### src/rtl/bba_pkg.sv
`default_nettype none

package bba_pkg;

  localparam int unsigned MAX_BLOCKS    = 4096;
  localparam int unsigned MAP_WORD_BITS = 64;
  localparam int unsigned MAP_WORDS     = MAX_BLOCKS / MAP_WORD_BITS;

  localparam int unsigned BLK_W  = $clog2(MAX_BLOCKS);
  localparam int unsigned CNT_W  = BLK_W + 1;
  localparam int unsigned BIT_W  = $clog2(MAP_WORD_BITS);
  localparam int unsigned ADDR_W = BLK_W - BIT_W;

  typedef logic [BLK_W-1:0]         blk_t;
  typedef logic [CNT_W-1:0]         cnt_t;
  typedef logic [MAP_WORD_BITS-1:0] map_word_t;

  localparam logic       KIND_ALLOC = 1'b0;
  localparam logic       KIND_FREE  = 1'b1;

  localparam logic [1:0] STAT_OK       = 2'd0;
  localparam logic [1:0] STAT_FULL     = 2'd1;
  localparam logic [1:0] STAT_NOT_USED = 2'd2;
  localparam logic [1:0] STAT_RANGE    = 2'd3;

endpackage

`default_nettype wire

### src/rtl/bba_req_if.sv
`default_nettype none

interface bba_req_if import bba_pkg::*; ();
  logic valid;
  logic ready;
  logic kind;
  blk_t block_number;

  modport source (output valid, output kind, output block_number, input ready);
  modport sink   (input valid, input kind, input block_number, output ready);
endinterface

`default_nettype wire

### src/rtl/bba_rsp_if.sv
`default_nettype none

interface bba_rsp_if import bba_pkg::*; ();
  logic       valid;
  logic       ready;
  blk_t       granted_block;
  logic [1:0] status;

  modport source (output valid, output granted_block, output status, input ready);
  modport sink   (input valid, input granted_block, input status, output ready);
endinterface

`default_nettype wire

### src/rtl/bitmap_block_allocator_unit.sv
// Free: an accepted item passes S_FCHK, where its bit is checked and cleared, and
// S_DONE to its result in the output register; out of range, it skips S_FCHK.
// Allocate: S_SCAN reads k bitmap words (k from 1 to 64), one per cycle from the one
// read port of the bitmap memory, then S_DONE; a zero count skips S_SCAN. One item is
// in work at a time; the next is taken once the result has moved to the output register.
// Reset is async: the bitmap reads all free at once (per-row valid bits); count = 4096.
`default_nettype none

module bitmap_block_allocator_unit import bba_pkg::*; (
  input  wire logic       clk_i,
  input  wire logic       rst_ni,
  bba_req_if.sink         req_i,
  bba_rsp_if.source       rsp_o,
  input  wire logic       cfg_we_i,
  input  wire cnt_t       cfg_wdata_i
);

  localparam logic [1:0] S_IDLE = 2'd0;
  localparam logic [1:0] S_SCAN = 2'd1;
  localparam logic [1:0] S_FCHK = 2'd2;
  localparam logic [1:0] S_DONE = 2'd3;

  logic [1:0]        state_q, state_d;
  logic [ADDR_W-1:0] chk_q, chk_d;
  blk_t              blk_q, blk_d;
  blk_t              res_grant_q, res_grant_d;
  logic [1:0]        res_status_q, res_status_d;
  logic              out_valid_q, out_valid_d;
  blk_t              out_grant_q;
  logic [1:0]        out_status_q;
  cnt_t              total_q;
  logic [MAP_WORDS-1:0] row_valid_q;

  map_word_t         mem_q [MAP_WORDS];
  map_word_t         rd_data_q;
  logic              rd_valid_q;

  logic              rd_en;
  logic [ADDR_W-1:0] rd_addr;
  logic              mem_we;
  logic [ADDR_W-1:0] wr_addr;
  map_word_t         wr_data;
  map_word_t         rdata;

  cnt_t              eff_count;
  cnt_t              rem;
  map_word_t         lim_mask;
  map_word_t         free_vec;
  logic [BIT_W-1:0]  free_idx;
  logic              req_fire;
  logic              out_load;

  assign eff_count = (total_q > cnt_t'(MAX_BLOCKS)) ? cnt_t'(MAX_BLOCKS) : total_q;
  assign req_fire  = req_i.valid && req_i.ready;
  assign rdata     = rd_valid_q ? rd_data_q : '0;

  // Blocks left from the start of the word under check; bits at or past the
  // count are masked off so they are never granted.
  assign rem      = eff_count - cnt_t'({chk_q, {BIT_W{1'b0}}});
  assign lim_mask = (rem >= cnt_t'(MAP_WORD_BITS)) ? '1 : ~('1 << rem[BIT_W-1:0]);
  assign free_vec = ~rdata & lim_mask;

  always_comb begin
    free_idx = '0;
    for (int i = MAP_WORD_BITS - 1; i >= 0; i--) begin
      if (free_vec[i]) free_idx = BIT_W'(i);
    end
  end

  assign out_load = (state_q == S_DONE) && (!out_valid_q || rsp_o.ready);

  always_comb begin
    state_d      = state_q;
    chk_d        = chk_q;
    blk_d        = blk_q;
    res_grant_d  = res_grant_q;
    res_status_d = res_status_q;
    rd_en        = 1'b0;
    rd_addr      = '0;
    mem_we       = 1'b0;
    wr_addr      = chk_q;
    wr_data      = rdata;
    case (state_q)
      S_IDLE: begin
        if (req_fire) begin
          res_grant_d = '0;
          if (req_i.kind == KIND_ALLOC) begin
            if (eff_count == '0) begin
              res_status_d = STAT_FULL;
              state_d      = S_DONE;
            end else begin
              rd_en   = 1'b1;
              rd_addr = '0;
              chk_d   = '0;
              state_d = S_SCAN;
            end
          end else begin
            if ({1'b0, req_i.block_number} >= eff_count) begin
              res_status_d = STAT_RANGE;
              state_d      = S_DONE;
            end else begin
              rd_en   = 1'b1;
              rd_addr = req_i.block_number[BLK_W-1:BIT_W];
              blk_d   = req_i.block_number;
              state_d = S_FCHK;
            end
          end
        end
      end
      S_SCAN: begin
        // The next word is read ahead; nothing is written until the scan ends,
        // so the read-ahead never meets a pending write to the same word.
        rd_en   = 1'b1;
        rd_addr = chk_q + ADDR_W'(1);
        chk_d   = chk_q + ADDR_W'(1);
        if (|free_vec) begin
          mem_we       = 1'b1;
          wr_addr      = chk_q;
          wr_data      = rdata | (map_word_t'(1) << free_idx);
          res_grant_d  = {chk_q, free_idx};
          res_status_d = STAT_OK;
          state_d      = S_DONE;
        end else if (rem <= cnt_t'(MAP_WORD_BITS)) begin
          res_status_d = STAT_FULL;
          state_d      = S_DONE;
        end
      end
      S_FCHK: begin
        wr_addr = blk_q[BLK_W-1:BIT_W];
        if (rdata[blk_q[BIT_W-1:0]]) begin
          mem_we       = 1'b1;
          wr_data      = rdata & ~(map_word_t'(1) << blk_q[BIT_W-1:0]);
          res_status_d = STAT_OK;
        end else begin
          res_status_d = STAT_NOT_USED;
        end
        state_d = S_DONE;
      end
      S_DONE: begin
        if (out_load) state_d = S_IDLE;
      end
      default: state_d = S_IDLE;
    endcase
  end

  always_comb begin
    out_valid_d = out_valid_q;
    if (out_load) out_valid_d = 1'b1;
    else if (rsp_o.ready) out_valid_d = 1'b0;
  end

  always_ff @(posedge clk_i or negedge rst_ni) begin
    if (!rst_ni) begin
      state_q     <= S_IDLE;
      out_valid_q <= 1'b0;
      total_q     <= cnt_t'(MAX_BLOCKS);
      row_valid_q <= '0;
      rd_valid_q  <= 1'b0;
    end else begin
      state_q     <= state_d;
      out_valid_q <= out_valid_d;
      if (cfg_we_i) total_q <= cfg_wdata_i;
      if (mem_we) row_valid_q[wr_addr] <= 1'b1;
      if (rd_en) rd_valid_q <= row_valid_q[rd_addr];
    end
  end

  always_ff @(posedge clk_i) begin
    chk_q        <= chk_d;
    blk_q        <= blk_d;
    res_grant_q  <= res_grant_d;
    res_status_q <= res_status_d;
    if (out_load) begin
      out_grant_q  <= res_grant_q;
      out_status_q <= res_status_q;
    end
  end

  always_ff @(posedge clk_i) begin
    if (mem_we) mem_q[wr_addr] <= wr_data;
    if (rd_en) rd_data_q <= mem_q[rd_addr];
  end

  assign req_i.ready         = (state_q == S_IDLE);
  assign rsp_o.valid         = out_valid_q;
  assign rsp_o.granted_block = out_grant_q;
  assign rsp_o.status        = out_status_q;

`ifndef ASSERT_OFF
  a_grant_zero_unless_ok: assert property (@(posedge clk_i) disable iff (!rst_ni)
    rsp_o.valid && (rsp_o.status != STAT_OK) |-> rsp_o.granted_block == '0)
    else $error("granted block is nonzero on a failed item");

  a_scan_in_range: assert property (@(posedge clk_i) disable iff (!rst_ni)
    (state_q == S_SCAN) |-> (cnt_t'({chk_q, {BIT_W{1'b0}}}) < eff_count))
    else $error("scan went past the block count");

  a_no_rw_collision: assert property (@(posedge clk_i) disable iff (!rst_ni)
    mem_we && rd_en |-> (wr_addr != rd_addr))
    else $error("bitmap read and write hit the same word in one cycle");

  a_fchk_done: assert property (@(posedge clk_i) disable iff (!rst_ni)
    (state_q == S_FCHK) |=> (state_q == S_DONE))
    else $error("free check did not finish in one cycle");

  a_no_overwrite: assert property (@(posedge clk_i) disable iff (!rst_ni)
    out_valid_q && !rsp_o.ready |=> $stable(out_grant_q) && $stable(out_status_q))
    else $error("waiting result was overwritten");
`endif

endmodule

`default_nettype wire

### src/flat_wrapper.sv
// flat-port wrapper written by rule: the top's interface ports become plain ports
module bitmap_block_allocator_unit_flat import bba_pkg::*;
  (clk_i, rst_ni, cfg_we_i, cfg_wdata_i, req_i_valid, req_i_kind, req_i_block_number, req_i_ready, rsp_o_valid, rsp_o_granted_block, rsp_o_status, rsp_o_ready);
  bba_req_if req_i_i ();
  bba_rsp_if rsp_o_i ();
  input  wire logic clk_i;
  input  wire logic rst_ni;
  input  wire logic cfg_we_i;
  input  wire cnt_t cfg_wdata_i;
  input wire logic [$bits(req_i_i.valid)-1:0] req_i_valid;
  input wire logic [$bits(req_i_i.kind)-1:0] req_i_kind;
  input wire logic [$bits(req_i_i.block_number)-1:0] req_i_block_number;
  output wire logic [$bits(req_i_i.ready)-1:0] req_i_ready;
  output wire logic [$bits(rsp_o_i.valid)-1:0] rsp_o_valid;
  output wire logic [$bits(rsp_o_i.granted_block)-1:0] rsp_o_granted_block;
  output wire logic [$bits(rsp_o_i.status)-1:0] rsp_o_status;
  input wire logic [$bits(rsp_o_i.ready)-1:0] rsp_o_ready;
  assign req_i_i.valid = req_i_valid;
  assign req_i_i.kind = req_i_kind;
  assign req_i_i.block_number = req_i_block_number;
  assign req_i_ready = req_i_i.ready;
  assign rsp_o_valid = rsp_o_i.valid;
  assign rsp_o_granted_block = rsp_o_i.granted_block;
  assign rsp_o_status = rsp_o_i.status;
  assign rsp_o_i.ready = rsp_o_ready;
  bitmap_block_allocator_unit u_core (.clk_i(clk_i), .rst_ni(rst_ni), .req_i(req_i_i), .rsp_o(rsp_o_i), .cfg_we_i(cfg_we_i), .cfg_wdata_i(cfg_wdata_i));
endmodule
### config.mk
export PLATFORM = sky130hd
export DESIGN_NAME = bitmap_block_allocator_unit_flat
export DESIGN_NICKNAME = d
export VERILOG_FILES = /design/src/rtl/bba_pkg.sv /design/src/rtl/bba_req_if.sv /design/src/rtl/bba_rsp_if.sv /design/src/rtl/bitmap_block_allocator_unit.sv /design/src/flat_wrapper.sv
export SDC_FILE = /design/constraint.sdc
export NUM_CORES = 2
export LEC_CHECK = 0
export ABC_AREA = 0
export CAP_MARGIN = 20
export CORE_MARGIN = 3
export CORE_UTILIZATION = 55
export CTS_CLUSTER_DIAMETER = 50
export DETAILED_ROUTE_END_ITERATION = 16
export DONT_BUFFER_PORTS = 1
export PLACE_DENSITY = 0.66
export SYNTH_ARGS = -nofsm -noshare
export SYNTH_HDL_FRONTEND = slang
export SYNTH_SLANG_ARGS = --single-unit
### constraint.sdc
create_clock -name clk_i -period 10.25 [get_ports clk_i]
set_input_delay 1.025 -clock clk_i [delete_from_list [all_inputs] [get_ports clk_i]]
set_output_delay 1.025 -clock clk_i [all_outputs]
set_load 0.005 [all_outputs]
==> run_results.csv <==
group,metric,value,unit
outcome,outcome,"complete, no violations",
placed_design,io_buffers,0,
yosys,seq_area_frac_synth,74.31,%
yosys,synth.avg_cell_area,12.60,um^2
detailed_routing,drt-initial-drc-count,19390,
pwr,switching_share,37.05,%
yosys,synthesis.nets,13760,
floorplanning,io_pins,47,
pwr,p_int,35.59,mW
pwr,p_switching,20.95,mW
layout,drive_gt1_share,8.780,%
grt,antenna_found_initial,25,
setup_path,startpoint_type,"flop",
yosys,synth-main-ff-cell,"edfxtp_1",
detailed_routing,drcViolationCount,0,
sta,setup_viol,0,
pwr,p_leak,66.94,nW
grt,grt_util_all_layers,34.83,%
setup_path,critical_path_buf_inv_count,2,
yosys,synth.area.top_cells,"edfxtp_1, nand2_1, nand3_1",
clock_network,insertion_delay,1.00,ns
detailed_routing,drtPass1Iterations,7,
grt,use_met1,47.39,%
grt,grt_util_met3,9.726,%
placed_design,gp_congestion,0.9976,
sta,skew,0.09218,ns
placed_design,hpwl,304800,um
floorplanning,die_h,566.3,um
clock_network,ctsHoldBuffers,2,
detailed_routing,drt-wirelength-per-cell,31.66,um
floorplanning,die_area,320700,um^2
yosys,syn-cell-area,172700,um^2
yosys,synth.largest_area_cell,"edfxtp_1",
yosys,synth_seq_cells,4287,
sta,rsz0062_at_grt,"false",
setup_path,arrival,9.27,ns
detailed_routing,viasPerCell,6.591,
pwr,irDropWorstVdd,356.1,uV
clock_network,clk_pin_slew_worst_paths,0.06,ns
layout,layout_commonest_cell,"nand2_1",
setup_path,crit_fanout,34,
yosys,syn_inst,13700,
setup_path,cp_top_family,"simple AND/OR/NAND/NOR gates",
clock_network,cts.sinks,4287,
layout,area_growth,12.52,%
setup_path,slowest_delay,1.08,ns
floorplanning,die_w,566.3,um
sta,timing.hold.ws,0.1570,ns
setup_path,cp_slowest_cell,"o21bai_4",
grt,grt_pass1_vias,111200,
grt,grt_max_degree,172,
floorplanning,rows,205,
sta,fin_crit_sh,83.40,%
setup_path,worst_ep_required_time,10.97,ns
setup_path,end_kind,"flop",
sta,fmax,0.1170,GHz
grt,grt_pass1_wl,807600,um
floorplanning,initial_core_util,55.32,%
detailed_routing,drt_wl_total,573500,um
sta,tns,0,ns
pwr,pwr-share-seq,39.7,%
detailed_routing,detail-route-antenna-nets,0,
job,max_cap_violations,0,
grt,overflow,0,
yosys,synth-async-reset-ratio,1.889,%
yosys,synth_warnings,0,
clock_network,cts_made_buffers,447,
yosys,synth_top_cell_area_share,73.14,%
layout,fin_nets,13650,
clock_network,h-tree-depth,5,
grt,grt_use_met2,52.21,%
clock_network,cts_setup_buffers,0,
sta,drv_slew,0,
pwr,p_comb_share,31.6,%
setup_path,worstPathCellList,"nor3_1 -> nand2_1 -> o21ai_0 -> nand2_1 -> inv_1 -> ha_1 -> xnor2_1 -> nand3_1 -> a2111oi_2 -> nand4_1 -> a2bb2oi_1 -> or2_1 -> or3_4 -> or4_1 -> and4b_1 -> nand3_1 -> o21bai_4 -> buf_4",
floorplanning,coreArea,312200,um^2
grt,top_usage_layer,"met2",
pwr,powerDensity,291.0,nW/um^2
sta,period_minus_slack,8.549,ns
yosys,synth_cell_types,96,
worst_hold_path,min_path_type,"input port to flop",
sta,hold_violations,0,
pwr,clock_power_share,28.7,%
clock_network,tritoncts,"built",
clock_network,cts_root_buffer,"clkbuf_16",
clock_network,clockBufferDepth,4,
detailed_routing,vias,119400,
layout,final_cell_mix,"nand2_1, edfxtp_1, nand3_1",
sta,tightest_slew,1.204,ns
setup_path,crit_type,"flop to flop",
yosys,synth-edff-count,4206,
sta,slew_headroom,19.71,%
clock_network,cts_resized,0,
[cells by family after synthesis]
logic type | Yosys count | share of synthesized area (%)
AO/OA/AOI/OAI | 1271 | 5.180
flip-flops | 4287 | 74.31
XOR/XNOR | 6 | 0.03478
multiplexers | 36 | 0.3362
AND/OR/NAND/NOR | 7123 | 17.84
buffers and inverters | 955 | 2.117
adder cells (fa/ha/maj) | 25 | 0.1855
[worst paths after layout]
kind	cells after the start	endpoint	from	slack, ns
max	18	u_core.mem_q[30][49]$_DFFE_PP_	u_core.total_q[2]$_DFFE_PN0P_	1.70
min	1	u_core.total_q[12]$_DFFE_PN1P_	cfg_we_i	0.16
max reg2reg	18	u_core.mem_q[30][49]$_DFFE_PP_	u_core.total_q[2]$_DFFE_PN0P_	1.70
min reg2reg	0	u_core.rsp_o.granted_block[1]$_DFFE_PP_	u_core.res_grant_q[1]$_SDFFCE_PN0P_	0.42
max in group asynchronous	2	u_core.row_valid_q[30]$_DFFE_PN0P_	rst_ni	9.17
min in group asynchronous	2	u_core.rsp_o.valid$_DFFE_PN0P_	rst_ni	0.61
[synth_stat cells, drive strengths merged, types with 13 or more instances]
| library cell | count |
|---|---|
| o21bai | 88 |
| ha | 24 |
| mux2 | 16 |
| o31ai | 19 |
| buf | 126 |
| mux4 | 16 |
| clkbuf | 798 |
| nand3 | 2167 |
| o21ai | 153 |
| a31oi | 522 |
| nand4 | 13 |
| edfxtp | 4206 |
| a32oi | 261 |
| nor3 | 24 |
| a21o | 27 |
| inv | 31 |
| nor2 | 149 |
| and2 | 23 |
| o211ai | 18 |
| a21oi | 67 |
| nand2b | 19 |
| or4 | 67 |
| nand2 | 4327 |
| and3 | 273 |
| dfrtp | 80 |
[power groups by stage]
| stage | clock [mW] | sequential, mW | combinational, mW |
|---|---|---|---|
| after global routing | 17.0 | 22.4 | 18.9 |
| after CTS | 16.3 | 22.4 | 17.4 |
| after floorplan | 0 | 22.4 | 10.6 |
| final | 16.2 | 22.5 | 17.9 |
| after detailed placement | 0 | 22.8 | 17.3 |
| after global placement | 0 | 22.8 | 16.9 |
[stage by stage]
| step | instances | area, um^2 | power (mW) | setup slack (ns) | util [%] |
|---|---|---|---|---|---|
| 5_1_grt | 18110 | 194300 | 58.40 | 1.332 | 62.24 |
| 3_3_place_gp | 17250 | 178900 | 39.68 | 1.802 | 57.30 |
| 3_5_place_dp | 17270 | 179400 | 40.08 | 1.973 | 57.46 |
| 6_report | 18120 | 194300 | 56.54 | 1.701 | 62.25 |
| 2_1_floorplan | 13700 | 172700 | 33.01 | 1.374 | - |
| 4_1_cts | 18100 | 194100 | 56.12 | 1.930 | 62.17 |
[flip-flops by register name, summed over array words and instances (netlist names)]
register                    count
u_core.blk_q                   12
u_core.chk_q                    6
u_core.mem_q                 4096
u_core.rd_data_q               64
u_core.rd_valid_q               1
u_core.res_grant_q             12
u_core.res_status_q             2
u_core.row_valid_q             64
u_core.rsp_o.granted_block     12
u_core.rsp_o.status             2
u_core.rsp_o.valid              1
u_core.state_q                  2
u_core.total_q                 13
[layer usage]
layer  part of all wire (%)  routed length (um)  vias up
li1                       -                   -    50080
met1                     36              209300    59450
met2                     44              254000     8334
met3                     14               78390     1535
met4                    5.6               31890        6
met5                 0.0066                  38        -
[area by class of cell]
type | instances | area [um^2]
Sequential cell | 4287 | 128300
Fill cell | 23200 | 117800
Multi-Input combinational cell | 8461 | 42040
Clock buffer | 548 | 11810
Tap cell | 4140 | 5180
Timing Repair Buffer | 361 | 3921
Clock inverter | 276 | 2874
Inverter | 31 | 118.9
Antenna cell | 13 | 32.53
No activity file was read; power rests on OpenSTA's default activity.
